==> config.mk <==
export PLATFORM = sky130hd
export DESIGN_NAME = sha1_byte_stream_hash_unit
export DESIGN_NICKNAME = d
export VERILOG_FILES = /design/src/hdl/shb_pkg.sv /design/src/hdl/shb_front.sv /design/src/hdl/shb_core.sv /design/src/hdl/shb_out.sv /design/src/hdl/sha1_byte_stream_hash_unit.sv
export VERILOG_INCLUDE_DIRS = /design/src /design/src/hdl
export SDC_FILE = /design/constraint.sdc
export NUM_CORES = 2
export LEC_CHECK = 0
export ABC_AREA = 1
export BUFFER_PORTS_ARGS = -buffer_cell sky130_fd_sc_hd__buf_2
export CAP_MARGIN = 10
export CORE_MARGIN = 4
export CORE_UTILIZATION = 55
export DETAILED_ROUTE_END_ITERATION = 12
export HOLD_SLACK_MARGIN = 0.03
export PLACE_DENSITY = 0.74
export SLEW_MARGIN = 10
export SYNTH_ARGS = -nofsm -noshare
export SYNTH_HDL_FRONTEND = slang
export SYNTH_HIERARCHICAL = 1
export SYNTH_SLANG_ARGS = --single-unit
==> constraint.sdc <==
create_clock -name clk -period 12.05 [get_ports clk]
set_input_delay 1.205 -clock clk [delete_from_list [all_inputs] [get_ports clk]]
set_output_delay 1.205 -clock clk [all_outputs]
set_load 0.02 [all_outputs]
==> src/hdl/assert_macros.svh <==
// Assertion helpers shared by the RTL.
`ifndef ASSERT_MACROS_SVH
`define ASSERT_MACROS_SVH

// Clocked check, off while reset is high.
`define ASSERT_CLK(label, prop, msg) \
  label: assert property (@(posedge clk) disable iff (rst) (prop)) else $error(msg);

// Clocked implication: whenever cond holds, prop must hold in the same cycle.
`define ASSERT_IMPL(label, cond, prop, msg) \
  label: assert property (@(posedge clk) disable iff (rst) (cond) |-> (prop)) else $error(msg);

`endif

==> src/hdl/shb_pkg.sv <==
package shb_pkg;

  localparam int QueueDepth  = 4;
  localparam int DigestWords = 5;
  localparam int Rounds      = 80;
  localparam int BlockWords  = 16;

  localparam logic [5:0] LenOffset = 6'd56;
  localparam logic [5:0] LastPos   = 6'd63;
  localparam logic [7:0] PadMark   = 8'h80;

  localparam logic [31:0] H_INIT [DigestWords] = '{
    32'h67452301, 32'hEFCDAB89, 32'h98BADCFE, 32'h10325476, 32'hC3D2E1F0
  };

  localparam logic [31:0] K0 = 32'h5A827999;
  localparam logic [31:0] K1 = 32'h6ED9EBA1;
  localparam logic [31:0] K2 = 32'h8F1BBCDC;
  localparam logic [31:0] K3 = 32'hCA62C1D6;

  // Command carried on the input side.
  localparam logic CmdAbsorb = 1'b0;
  localparam logic CmdFinish = 1'b1;

  typedef struct packed {
    logic       finish;
    logic [7:0] data;
  } shb_item_t;

  typedef struct packed {
    logic                         load;
    logic [DigestWords-1:0][31:0] words;
  } shb_digest_t;

endpackage

==> src/hdl/shb_front.sv <==
`include "assert_macros.svh"

module shb_front #(
  parameter int QUEUE_DEPTH = shb_pkg::QueueDepth
) (
  input  logic                clk,
  input  logic                rst,
  input  logic                s_axis_tvalid,
  output logic                s_axis_tready,
  input  logic [7:0]          s_axis_tdata,  // data_byte
  input  logic                s_axis_tuser,  // cmd
  output logic                item_valid,
  input  logic                item_ready,
  output shb_pkg::shb_item_t  item
);
  import shb_pkg::*;

  localparam int PW = (QUEUE_DEPTH > 1) ? $clog2(QUEUE_DEPTH) : 1;
  localparam int CW = $clog2(QUEUE_DEPTH + 1);

  shb_item_t       queue [QUEUE_DEPTH];
  logic [PW-1:0]   wr_ptr;
  logic [PW-1:0]   rd_ptr;
  logic [CW-1:0]   count;
  logic            push;
  logic            pop;
  shb_item_t       in_item;

  assign s_axis_tready = (count != CW'(QUEUE_DEPTH));
  assign push          = s_axis_tvalid && s_axis_tready;
  assign item_valid    = (count != '0);
  assign pop           = item_valid && item_ready;
  assign item          = queue[rd_ptr];

  // classify the beat
  always_comb begin
    in_item.finish = (s_axis_tuser == CmdFinish);
    in_item.data   = s_axis_tdata;
  end

  always_ff @(posedge clk) begin
    if (push) begin
      queue[wr_ptr] <= in_item;
    end
  end

  always_ff @(posedge clk) begin
    if (rst) begin
      wr_ptr <= '0;
      rd_ptr <= '0;
      count  <= '0;
    end else begin
      if (push) begin
        wr_ptr <= (wr_ptr == PW'(QUEUE_DEPTH - 1)) ? '0 : wr_ptr + 1'b1;
      end
      if (pop) begin
        rd_ptr <= (rd_ptr == PW'(QUEUE_DEPTH - 1)) ? '0 : rd_ptr + 1'b1;
      end
      if (push && !pop) begin
        count <= count + 1'b1;
      end else if (pop && !push) begin
        count <= count - 1'b1;
      end
    end
  end

  `ASSERT_CLK(a_queue_bound, count <= CW'(QUEUE_DEPTH), "queue count above depth")

endmodule

==> src/hdl/shb_core.sv <==
`include "assert_macros.svh"

module shb_core (
  input  logic                 clk,
  input  logic                 rst,
  input  logic                 item_valid,
  output logic                 item_ready,
  input  shb_pkg::shb_item_t   item,
  input  logic                 out_busy,
  output shb_pkg::shb_digest_t digest
);
  import shb_pkg::*;

  typedef enum logic [1:0] {IDLE, PAD, ROUND, ADD} state_t;

  state_t                        state;
  logic [BlockWords-1:0][31:0]   blk;
  logic [31:0]                   wv [DigestWords];
  logic [31:0]                   chain [DigestWords];
  logic [31:0]                   sums [DigestWords];
  logic [5:0]                    pos;
  logic [63:0]                   bitcnt;
  logic [6:0]                    rnd;
  logic                          fin;
  logic                          final_blk;
  logic                          pop;
  logic [7:0]                    pad_byte;
  logic [2:0]                    len_idx;
  logic [31:0]                   f;
  logic [31:0]                   k;
  logic [31:0]                   t;
  logic [31:0]                   w_new;
  logic [31:0]                   w_mix;

  assign item_ready = (state == IDLE) && (!item.finish || !out_busy);
  assign pop        = item_valid && item_ready;

  // length bytes go out most significant first
  assign len_idx  = pos[2:0];
  assign pad_byte = (final_blk && pos >= LenOffset) ?
                    bitcnt[8*(3'd7 - len_idx) +: 8] : 8'h00;

  always_comb begin
    if (rnd < 7'd20) begin
      f = (wv[1] & wv[2]) | (~wv[1] & wv[3]);
      k = K0;
    end else if (rnd < 7'd40) begin
      f = wv[1] ^ wv[2] ^ wv[3];
      k = K1;
    end else if (rnd < 7'd60) begin
      f = (wv[1] & wv[2]) | (wv[1] & wv[3]) | (wv[2] & wv[3]);
      k = K2;
    end else begin
      f = wv[1] ^ wv[2] ^ wv[3];
      k = K3;
    end
  end

  // blk[15] is the schedule word for the current round
  assign t     = {wv[0][26:0], wv[0][31:27]} + f + wv[4] + k + blk[BlockWords-1];
  assign w_mix = blk[2] ^ blk[7] ^ blk[13] ^ blk[15];
  assign w_new = {w_mix[30:0], w_mix[31]};

  always_comb begin
    for (int i = 0; i < DigestWords; i++) begin
      sums[i] = chain[i] + wv[i];
    end
  end

  always_comb begin
    digest.load = (state == ADD) && fin && final_blk;
    for (int i = 0; i < DigestWords; i++) begin
      digest.words[i] = sums[i];
    end
  end

  // block buffer and round registers
  always_ff @(posedge clk) begin
    case (state)
      IDLE: begin
        if (pop) begin
          blk <= {blk[BlockWords-1][23:0], blk[BlockWords-2:0],
                  item.finish ? PadMark : item.data};
        end
        for (int i = 0; i < DigestWords; i++) begin
          wv[i] <= chain[i];
        end
      end
      PAD: begin
        blk <= {blk[BlockWords-1][23:0], blk[BlockWords-2:0], pad_byte};
        for (int i = 0; i < DigestWords; i++) begin
          wv[i] <= chain[i];
        end
      end
      ROUND: begin
        blk   <= {blk[BlockWords-2:0], w_new};
        wv[0] <= t;
        wv[1] <= wv[0];
        wv[2] <= {wv[1][1:0], wv[1][31:2]};
        wv[3] <= wv[2];
        wv[4] <= wv[3];
      end
      default: begin
      end
    endcase
  end

  always_ff @(posedge clk) begin
    if (rst) begin
      state     <= IDLE;
      pos       <= '0;
      bitcnt    <= '0;
      rnd       <= '0;
      fin       <= 1'b0;
      final_blk <= 1'b0;
      for (int i = 0; i < DigestWords; i++) begin
        chain[i] <= H_INIT[i];
      end
    end else begin
      case (state)
        IDLE: begin
          if (pop) begin
            pos <= pos + 1'b1;
            rnd <= '0;
            if (!item.finish) begin
              bitcnt <= bitcnt + 64'd8;
            end else begin
              fin       <= 1'b1;
              final_blk <= (pos < LenOffset);
            end
            if (pos == LastPos) begin
              state <= ROUND;
            end else if (item.finish) begin
              state <= PAD;
            end
          end
        end
        PAD: begin
          pos <= pos + 1'b1;
          rnd <= '0;
          if (pos == LastPos) begin
            state <= ROUND;
          end
        end
        ROUND: begin
          rnd <= rnd + 1'b1;
          if (rnd == 7'(Rounds - 1)) begin
            state <= ADD;
          end
        end
        ADD: begin
          if (fin && final_blk) begin
            // digest handed off: restart the chain for the next message
            for (int i = 0; i < DigestWords; i++) begin
              chain[i] <= H_INIT[i];
            end
            bitcnt    <= '0;
            fin       <= 1'b0;
            final_blk <= 1'b0;
            state     <= IDLE;
          end else begin
            for (int i = 0; i < DigestWords; i++) begin
              chain[i] <= sums[i];
            end
            if (fin) begin
              final_blk <= 1'b1;
              state     <= PAD;
            end else begin
              state <= IDLE;
            end
          end
        end
        default: begin
          state <= IDLE;
        end
      endcase
    end
  end

  `ASSERT_CLK(a_load_free, digest.load |-> !out_busy, "digest load while output busy")
  `ASSERT_CLK(a_round_aligned, (state == ROUND) |-> (pos == 6'd0), "rounds on partial block")
  `ASSERT_CLK(a_pad_in_finish, (state == PAD) |-> fin, "padding outside a finish")

endmodule

==> src/hdl/shb_out.sv <==
`include "assert_macros.svh"

module shb_out (
  input  logic                 clk,
  input  logic                 rst,
  input  shb_pkg::shb_digest_t digest,
  output logic                 busy,
  output logic                 m_axis_tvalid,
  input  logic                 m_axis_tready,
  output logic [39:0]          m_axis_tdata,  // digest_word, word_index, zero fill
  output logic                 m_axis_tlast   // last_word
);
  import shb_pkg::*;

  logic [31:0] words [DigestWords];
  logic [2:0]  cnt;
  logic [2:0]  word_index;
  logic        take;

  assign busy          = (cnt != '0);
  assign m_axis_tvalid = busy;
  assign take          = m_axis_tvalid && m_axis_tready;
  assign word_index    = 3'(DigestWords) - cnt;
  assign m_axis_tdata  = {5'd0, word_index, words[0]};
  assign m_axis_tlast  = (cnt == 3'd1);

  always_ff @(posedge clk) begin
    if (digest.load) begin
      for (int i = 0; i < DigestWords; i++) begin
        words[i] <= digest.words[i];
      end
    end else if (take) begin
      // advance to the next word
      for (int i = 0; i < DigestWords - 1; i++) begin
        words[i] <= words[i+1];
      end
    end
  end

  always_ff @(posedge clk) begin
    if (rst) begin
      cnt <= '0;
    end else if (digest.load) begin
      cnt <= 3'(DigestWords);
    end else if (take) begin
      cnt <= cnt - 1'b1;
    end
  end

  `ASSERT_IMPL(a_load_when_empty, digest.load, cnt == 3'd0, "digest overwritten")

endmodule

==> src/hdl/sha1_byte_stream_hash_unit.sv <==
// SHA-1 over a byte stream.
// Input beats (s_axis): tuser is the command, 0 absorbs tdata as the next
// message byte, 1 finishes the message (tdata is ignored). Output beats
// (m_axis): five digest words, most significant first; tdata carries the
// word and its index, tlast marks the fifth.
// Input beats land in a short queue; the hash engine drains it. The engine
// takes an absorb beat while idle, and every 64th one completes a block and
// starts compression: 80 rounds, one round per cycle, then an addition into
// the chaining words; the engine takes no beats from the queue meanwhile.
// A finish pads byte by byte up to the block end and compresses that block;
// when the length no longer fits, a second block is padded and compressed.
// The first digest word is valid the cycle after the last addition.
// The digest sits in an output register and shifts out one word per beat.
// A receiver stall holds it there; absorb beats keep flowing meanwhile, and
// a following finish waits in the queue until the last word is taken.
// After the digest is handed off the chaining words, length and fill return
// to the initial values. Reset (rst, synchronous) empties the queue and the
// output and restores the initial hash values.
module sha1_byte_stream_hash_unit #(
  parameter int QUEUE_DEPTH = shb_pkg::QueueDepth
) (
  input  logic        clk,
  input  logic        rst,
  input  logic        s_axis_tvalid,
  output logic        s_axis_tready,
  input  logic [7:0]  s_axis_tdata,  // data_byte
  input  logic        s_axis_tuser,  // cmd
  output logic        m_axis_tvalid,
  input  logic        m_axis_tready,
  output logic [39:0] m_axis_tdata,  // digest_word [31:0], word_index [34:32], zeros
  output logic        m_axis_tlast   // last_word
);
  import shb_pkg::*;

  logic        item_valid;
  logic        item_ready;
  shb_item_t   item;
  logic        out_busy;
  shb_digest_t digest;

  shb_front #(
    .QUEUE_DEPTH (QUEUE_DEPTH)
  ) u_front (
    .clk           (clk),
    .rst           (rst),
    .s_axis_tvalid (s_axis_tvalid),
    .s_axis_tready (s_axis_tready),
    .s_axis_tdata  (s_axis_tdata),
    .s_axis_tuser  (s_axis_tuser),
    .item_valid    (item_valid),
    .item_ready    (item_ready),
    .item          (item)
  );

  shb_core u_core (
    .clk        (clk),
    .rst        (rst),
    .item_valid (item_valid),
    .item_ready (item_ready),
    .item       (item),
    .out_busy   (out_busy),
    .digest     (digest)
  );

  shb_out u_out (
    .clk           (clk),
    .rst           (rst),
    .digest        (digest),
    .busy          (out_busy),
    .m_axis_tvalid (m_axis_tvalid),
    .m_axis_tready (m_axis_tready),
    .m_axis_tdata  (m_axis_tdata),
    .m_axis_tlast  (m_axis_tlast)
  );

endmodule

==> results.md <==
* DRC Markers at 0
* Hold path endpoint: u_core/pos[4]
* 1st-iter DRT viols at between 6000 and 7000
* Vias in the first global route at 50000
* Deepest clock path buffer count at 3
* Post-Synthesis Cells at ~7400
* Worst r2r src: u_core/rnd[4]
* Crit path capture type: flip-flop
* Total global-route track usage at 32.0%
* Synth async-reset ratio at 0%
* Post-Route Setup TNS at 0 ps
* RSZ-0062 raised after global routing: false
* Final setup fails at 0
* CP Max Fanout at 37
* Slew @ Worst Pin at about 1200 ps
* HP Start: u_core/pos[4]
* Hold WC Path Type: flip-flop to flip-flop
* Clk Latency, worst-skew pair at about 750 ps
* Avg Cell Area, Syn at between 8 and 9 µm²
* YS warnings at 6
* Final wirelength at 205000 µm
* Top FF cell, synth: edfxtp_1
* Via/cell ratio at just under 6
* Bufs and invs on worst path at 5
* Initial antenna violation count at 6
* Critical-path top delay cell: nand2_2
* Cts bufs inserted at about 120
* Root buffer cell: clkbuf_16
* Post-CTS Setup Inserts at 0
* DR vias at roughly 53000
* Number of max-cap violations at 0
* RePlAce Congestion at between 1 and 1.5
* Reg2reg end: u_core/wv[0][31]
* NumNets Final at 7642
* Grt ovf at 0
* Die width at between 300 and 400 µm
* CTS tree: done
* Final hold vios at 0
* Layout area overhead at 7.54%
* Die area at about 0.12 mm²
* Post-synth EDFFs at 1028
* Clock sinks at roughly 1100
* Fmax at roughly 0.17 GHz
* Most used cell, CP: nand2_1
* Core footprint at 0.118 mm²
* Layout cells sized above 1 at under 10%
* Initial Util at 55.4%
* First-pass GRT wire length at around 300000 µm
* Post-Syn Area at 0.0654 mm²
* Routed Antenna Nets at 0
* Dpl hpwl at 151000 µm
* Max Slew Vio Count at 0
* Clk slew on worst S/H paths at roughly 60 ps
* Tmin final at just under 6000 ps
* Rel. slew slack at about a fifth
* Die height at around 350 µm
* Clock Skews at between 50 and 60 ps
* Row count at roughly 130
* Worst Reg-to-Reg Cells at 26
* Critical path launch point type: flip-flop
* Number of hold buffers added after cts at 0
* Seq cells post-synth at about 1100
* Crit-path leading delay family: simple AND/OR/NAND/NOR gates
* H-tree depth at 3
* Io pins at 56
* Critical path type: flip-flop to flip-flop
* Hold depth at 2
* Critical path required time at 12540 ps
* Port buffer count at 50
* Slowest stage delay, CP at around 700 ps
* Register area share after synthesis at 49.9%
* Wirelength per Cell at roughly 23 µm
* Period utilisation layout at roughly half
* Post-CTS sizing at 0
* Arrival time worst endpoint at about 6400 ps
* Reg2Reg Setup Slack at 6180 ps
* Drt first pass iters at 6
* Status: completed
* Largest net degree at the start of global routing at 272
* Distinct cells, synth at slightly below 60
* Fill count at between 10000 and 15000
[cell type report]
| type | count | area (µm²) | area share, % |
|---|---|---|---|
| flip-flops and latches | 1118 | 32700 | 46.4 |
| multi-input cells | 4711 | 26700 | 38.0 |
| inverters | 1233 | 4660 | 6.62 |
| clock buffers | 160 | 3210 | 4.56 |
| well taps | 1536 | 1920 | 2.73 |
| clock inverters | 55 | 627 | 0.891 |
| repair buffers | 86 | 571 | 0.811 |
| diodes | 1 | 2.50 | 0.00356 |
[state kept, by name, indices dropped and copies added, names as in the netlist, named ones only]
name / cells
u_core/state: 2
u_out/words: 160
u_core/fin: 1
u_front/queue: 36
u_core/wv: 160
u_core/blk: 512
u_front/count: 3
u_core/rnd: 7
u_front/wr_ptr: 2
u_core/pos: 6
u_core/bitcnt: 61
u_core/final_blk: 1
u_out/cnt: 3
u_front/rd_ptr: 2
u_core/chain: 160
[cells by family (layout without fill, tap and decap cells)]
group           count (synthesis)  count (layout)  synth area share, %
compound gates               1378            1378                 12.1
xor+xnor                      188             188                 2.52
fa+ha+maj                     363             363                 8.39
buf+inv                      1525            1534                 9.36
flops                        1118            1118                 49.9
other cells                     1               6              0.00573
simple gates                 2777            2777                 17.7
[stage by stage]
step	hold slack, ps	util (%)	worst slack, ps	cells	cell area, µm²
global placement	435	56.3	6500	8684	66500
finish	473	59.6	6180	8900	70400
CTS	473	59.6	6340	8899	70400
detailed placement	464	56.3	6380	8684	66500
global route	513	59.6	5770	8899	70400
floorplan	424	-	2590	7354	65500
[routing by layer]
metal	global-route usage (%)	part of all wire [%]	vias up
met5	0	0.0049	-
met4	17.4	6.7	2
met3	7.07	9.5	522
met2	49.4	44	2547
met1	42.3	39	25200
li1	-	-	24500
[synth_stat cells (3+ instances only)]
master	instances	share of area [%]
nand2_1	1612	9.2
inv_1	1226	7.0
edfxtp_1	1028	47
nor2_1	564	3.2
o22ai_1	516	4.9
o21ai_0	386	3.0
a21oi_1	313	2.4
nand3_1	313	2.4
ha_1	237	4.5
clkbuf_1	141	0.81
fa_1	126	3.9
xnor2_1	112	1.5
nand4_1	92	0.88
dfxtp_1	90	2.8
buf_2	79	0.60
xor2_1	76	1.0
nor3_1	64	0.49
buf_4	42	0.48
o21bai_1	42	0.48
or2_2	39	0.37
o21ai_1	29	0.22
nand3b_1	25	0.29
a21o_1	22	0.25
o211ai_1	19	0.22
o221ai_1	18	0.24
buf_6	15	0.26
nor4_1	14	0.13
nand2_2	11	0.11
o21a_1	11	0.13
buf_1	10	0.057
a21boi_0	9	0.10
nor2_2	9	0.086
and2_1	7	0.067
nor2_4	6	0.10
a31oi_1	5	0.048
and3_1	4	0.038
clkbuf_2	4	0.031
nand2_4	4	0.069
inv_2	3	0.017
[worst max path at each step]
stage,cells past startpoint,slack [ps],to,from
6_report,26,6180,u_core/wv[0][31],u_core/rnd[4]
5_1_grt,24,5770,u_core/wv[0][18],u_core/rnd[4]
4_1_cts,24,6340,u_core/wv[0][18],u_core/rnd[4]
3_5_place_dp,24,6380,u_core/wv[0][18],u_core/rnd[4]
3_3_place_gp,21,6500,u_core/wv[0][15],u_core/rnd[4]
2_1_floorplan,10,2590,u_core/blk[0],flip-flop
[worst min-delay path, cell delays in order, from the launching register on]
cell and delay, ps:
dfxtp_1 310, inv_1 60, a21oi_1 60
[cells in the final DEF (no fill, tap or decap), types with 22 or more instances in the layout]
cell type and n:
inv_1 1222, nand2_1 1609, ha_1 236, a21oi_1 313, nand4_1 92, nand3_1 313
xnor2_1 112, clkbuf_1 33, clkbuf_16 119, fa_1 126, o21ai_0 386, a21o_1 22
o21bai_1 42, nor3_1 64, dfxtp_1 90, nor2_1 561, edfxtp_1 1028, nand3b_1 25
or2_2 39, o22ai_1 516, buf_2 50, o21ai_1 29, buf_4 32, xor2_1 76
Power is not shown: default switching activity piles up to over one toggle a cycle in this logic, so the estimate is an artifact.
